[config.mk]
export PLATFORM = sky130hd
export DESIGN_NAME = hcaj_fnv
export DESIGN_NICKNAME = d
export VERILOG_FILES = /design/src/rtl/core/hcaj_pkg.sv /design/src/rtl/core/hcaj_fnv.sv
export SDC_FILE = /design/constraint.sdc
export NUM_CORES = 1
export LEC_CHECK = 0
export BUFFER_PORTS_ARGS = -buffer_cell sky130_fd_sc_hd__buf_2
export CORE_MARGIN = 2
export CORE_UTILIZATION = 40
export DETAILED_ROUTE_END_ITERATION = 6
export PLACE_DENSITY = 0.64
export SETUP_SLACK_MARGIN = 0.4
export SYNTH_ARGS = -nofsm -noshare
export SYNTH_HDL_FRONTEND = slang
export SYNTH_SLANG_ARGS = --single-unit
[constraint.sdc]
create_clock -name aclk -period 15 [get_ports aclk]
set_clock_uncertainty 0.05 [all_clocks]
set_input_delay 3 -clock aclk [delete_from_list [all_inputs] [get_ports aclk]]
set_output_delay 3 -clock aclk [all_outputs]
set_load 0.01 [all_outputs]
[src/rtl/core/hcaj_pkg.sv]
package hcaj_pkg;

    // field widths fixed by the interface
    localparam int unsigned HASH_W    = 64;
    localparam int unsigned BYTE_W    = 8;
    localparam int unsigned SEQ_OUT_W = 11;
    localparam int unsigned RSEQ_W    = 12;

    // hashed message: sequence, input digest, result digest, previous head
    localparam int unsigned MSG_WORDS = 4;
    localparam int unsigned MSG_W     = MSG_WORDS * HASH_W;
    localparam int unsigned MSG_BYTES = MSG_W / BYTE_W;
    localparam int unsigned BCNT_W    = $clog2(MSG_BYTES);

    localparam logic [HASH_W-1:0] FNV_BASIS = 64'hCBF2_9CE4_8422_2325;

    typedef enum logic {
        REQ_APPEND = 1'b0,
        REQ_READ   = 1'b1
    } req_t;

    typedef enum logic [1:0] {
        ST_OK       = 2'd0,
        ST_FULL     = 2'd1,
        ST_BAD_SEQ  = 2'd2,
        ST_MISMATCH = 2'd3
    } status_t;

    typedef struct packed {
        logic [HASH_W-1:0] input_digest;
        logic [HASH_W-1:0] result_digest;
        logic [HASH_W-1:0] prior_hash;
        logic [HASH_W-1:0] record_hash;
    } record_t;

    // one fnv-1a round; the prime is 2^40 + 0x1b3, so the product is a sum of shifts
    function automatic logic [HASH_W-1:0] fnv_step(input logic [HASH_W-1:0] h,
                                                   input logic [BYTE_W-1:0] b);
        logic [HASH_W-1:0] x;
        x = h ^ {{(HASH_W-BYTE_W){1'b0}}, b};
        return (x << 40) + (x << 8) + (x << 7) + (x << 5) + (x << 4) + (x << 1) + x;
    endfunction

endpackage

[src/rtl/core/hcaj_fnv.sv]
module hcaj_fnv import hcaj_pkg::*; (
    input  logic              aclk,
    input  logic              aresetn,
    input  logic              start,
    input  logic [MSG_W-1:0]  msg,
    output logic              done,
    output logic [HASH_W-1:0] hash
);

    logic [MSG_W-1:0]  msg_reg, msg_next;
    logic [HASH_W-1:0] h_reg, h_next;
    logic [BCNT_W-1:0] cnt_reg, cnt_next;
    logic              busy_reg, busy_next;
    logic              done_reg, done_next;
    logic              last_byte;

    assign last_byte = (cnt_reg == BCNT_W'(MSG_BYTES - 1));

    // one byte per cycle, lowest byte of the shift register first
    always_comb begin
        msg_next  = msg_reg;
        h_next    = h_reg;
        cnt_next  = cnt_reg;
        busy_next = busy_reg;
        done_next = 1'b0;
        if (start) begin
            msg_next  = msg;
            h_next    = FNV_BASIS;
            cnt_next  = '0;
            busy_next = 1'b1;
        end else if (busy_reg) begin
            h_next   = fnv_step(h_reg, msg_reg[BYTE_W-1:0]);
            msg_next = msg_reg >> BYTE_W;
            cnt_next = cnt_reg + 1'b1;
            if (last_byte) begin
                busy_next = 1'b0;
                done_next = 1'b1;
            end
        end
    end

    always_ff @(posedge aclk) begin
        if (!aresetn) begin
            busy_reg <= 1'b0;
            done_reg <= 1'b0;
            cnt_reg  <= '0;
        end else begin
            busy_reg <= busy_next;
            done_reg <= done_next;
            cnt_reg  <= cnt_next;
        end
        msg_reg <= msg_next;
        h_reg   <= h_next;
    end

    // a zero hash is reported as one
    assign done = done_reg;
    assign hash = (h_reg == '0) ? HASH_W'(1) : h_reg;

endmodule

==> key figures <==
Setup path
  – CP max FO: 5
  – CP Capture Type: flop
  – Critical Path AT: 6.97 ns
  – WP data required: 15.33 ns
  – Critical R2R Capture: h_reg[46]$_SDFFE_PP0P_
  – R2r startpoint: h_reg[6]$_SDFFE_PP0P_
  – Critical path launch point type: flop
  – R2r setup slk: about 8.4 ns
  – Class of the most critical setup path: flop to flop
  – Worst R2R Path Depth: 17

STA
  – RSZ-0062 raised after global routing: no
  – Worst setup margin: 8.36 ns
  – Min Tclk post-route: 6.64 ns
  – Final period util: 0.443
  – Hold Vio Cnt, Final: 0
  – Max_slew headroom: 0.173
  – Endpoints failing setup: 0
  – Worst Max-Slew Pin Slew: approximately 1.2 ns
  – Slew Viols, Final: 0
  – Fmax: 151 MHz
  – Setup TNS: 0 ns
  – Hold WS: between 0.4 and 0.5 ns

Yosys
  – EDFF count, synth: 256
  – Library cells used by synthesis: 76
  – Async SR Flop Fraction: 0
  – Synth top area share: 0.314
  – Largest cells by area after synthesis: edfxtp_1 (31%), fa_1 (20%), mux2_2 (11%)
  – Flops & latches, synth: 327
  – Mapped Nets: 2740
  – Post-synthesis cell count: about 2.1k
  – Sequential element share of the synthesized area: 0.372
  – Most used DFF post-synth: edfxtp_1
  – Post-synthesis average cell area: 11.7 um2
  – YS warnings: 0
  – Leading area contributor after synthesis: edfxtp_1
  – Post-Syn Area: 24500 um2

Layout
  – Commonest non-fill, non-tap cell in the layout: inv_1
  – Final nets: around 3.0k
  – Most frequent cells in the layout: inv_1 (403), buf_2 (322), edfxtp_1 (256), mux2_2 (248), fa_1 (245)
  – Layout cells sized above 1: 0.272
  – Core Util, Final: 0.464
  – Layout area overhead: 14.6%
  – Max FFs per register: between 200 and 300

Route
  – Remaining antenna violation count: 0
  – Initial DRC count: roughly 1.2k
  – Via Count: around 17k
  – Avg WL per Cell: about 21 um
  – Routed wire length: between 60000 and 70000 um
  – Vias/cell: between 5 and 6
  – Pre-antenna DRT Iters: 6
  – Residual DRC: 0

Floorplanning
  – Row count: 90
  – Io pins: 324
  – Starting density of the core: 0.405
  – Core area: about 60000 um2
  – Die H: 252 um
  – Die Wd: 252 um
  – Die ar.: approximately 63000 um2

Global route
  – Vias in the first global route: 17.8k
  – Largest net degree at the start of global routing: 115
  – Grt ovf: 0
  – Initial antenna violation count: 25
  – First-pass GRT wire length: 105000 um
  – Tot GR Track Use: 0.219

Clock network
  – # H-tree levels: 2
  – Hold-fix buffers, CTS: 0
  – Num CTS Buffers: 40
  – CTS tree: done
  – Skew-Pair Late Insertion Delay: around 0.58 ns
  – CTS max path bufs: 3
  – Post-CTS sizing: 0
  – Root Driver: clkbuf_16
  – Worst-path clk slew: 0.06 ns
  – Post-CTS setup buffers: 0
  – CTS Sinks: 327

Place
  – Number of port buffers: 323
  – Pre-CTS setup slack: 8.10 ns
  – DP Wirelength: between 50000 and 60000 um
  – Final Wtd Congestion: between 0.9 and 1

Run
  – Max cap viols: 0

Hold path
  – Worst Hold Depth: 2
  – Worst hold path class: flop to flop
  – Hold Startpoint: cnt_reg[3]$_SDFFE_PP0P_
  – Worst hold endpoint: cnt_reg[3]$_SDFFE_PP0P_

Status
  – Outcome: completed
-- synthesized netlist by cell type (28+ instances only) --
cell / number
inv_1: 404
mux2_2: 248
and2_1: 59
a21o_1: 33
nand2_1: 69
edfxtp_1: 256
clkbuf_1: 76
fa_1: 245
xor2_1: 28
nor2_1: 76
a21oi_1: 85
dfxtp_1: 71
o21ai_0: 36
xnor2_1: 45
ha_1: 136
-- logic make-up (layout without fill, tap and decap cells) --
group	Yosys count	after routing	share of synthesized area
buffers and inverters	491	806	0.0778
other	0	9	0
AND/OR/NAND/NOR	295	295	0.0608
flip-flops	327	327	0.372
multiplexers	270	270	0.123
adder cells (fa/ha/maj)	381	381	0.269
AO/OA/AOI/OAI	263	263	0.0714
XOR/XNOR	73	73	0.0261
-- how the worst max path moves through the flow --
| stage | from | to | slack, ns | depth (start not counted) |
|---|---|---|---|---|
| finish | h_reg[6]$_SDFFE_PP0P_ | h_reg[46]$_SDFFE_PP0P_ | 8.36 | 17 |
| global route | h_reg[6]$_SDFFE_PP0P_ | h_reg[46]$_SDFFE_PP0P_ | 8.03 | 17 |
| floorplan | start | h_reg[51]$_SDFFE_PP0P_ | 3.46 | 5 |
| global placement | start | msg_reg[197]$_DFFE_PP_ | 8.14 | 5 |
| CTS | h_reg[19]$_SDFFE_PP0P_ | hash[22] | 8.39 | 8 |
| detailed placement | start | msg_reg[197]$_DFFE_PP_ | 8.10 | 5 |
-- per-stage QoR --
| stage | cells | area [um2] |
|---|---|---|
| floorplan | 2100 | 24500 |
| global placement | 3132 | 26800 |
| detailed placement | 3132 | 26800 |
| CTS | 3197 | 28100 |
| global route | 3202 | 28100 |
| finish | 3206 | 28100 |
-- critical path, stage by stage (launching register included) --
cell	delay, ns
dfxtp_1	0.40
xor2_1	0.91
inv_1	0.29
fa_1	0.56
inv_1	0.06
fa_1	0.57
fa_1	0.43
ha_1	0.28
ha_1	0.35
a21oi_1	0.20
o21ai_0	0.16
a31oi_1	0.35
a21oi_1	0.23
o311ai_1	0.75
nand2_1	0.25
a21boi_0	0.30
xnor2_1	0.17
o22ai_1	0.15
-- layer usage --
metal | share of wire | up-vias | routed length, um | GRT usage
li1 | - | 7616 | - | -
met1 | 0.40 | 8186 | 27200 | 0.274
met2 | 0.46 | 643 | 31600 | 0.353
met3 | 0.095 | 145 | 6430 | 0.0715
met4 | 0.038 | 32 | 2590 | 0.0825
met5 | 0.0030 | - | 205 | 0
-- area by class of cell --
cell class,count,area [um2]
fillers,5537,32400
multi-input cells,1282,13500
flip-flops and latches,327,9110
repair buffers,335,1720
inverters,406,1530
clock buffers,47,1040
well taps,782,978
clock inverters,18,193
diodes,9,22.5
Power is not shown: default switching activity piles up to over one toggle a cycle in this logic, so the estimate is an artifact.
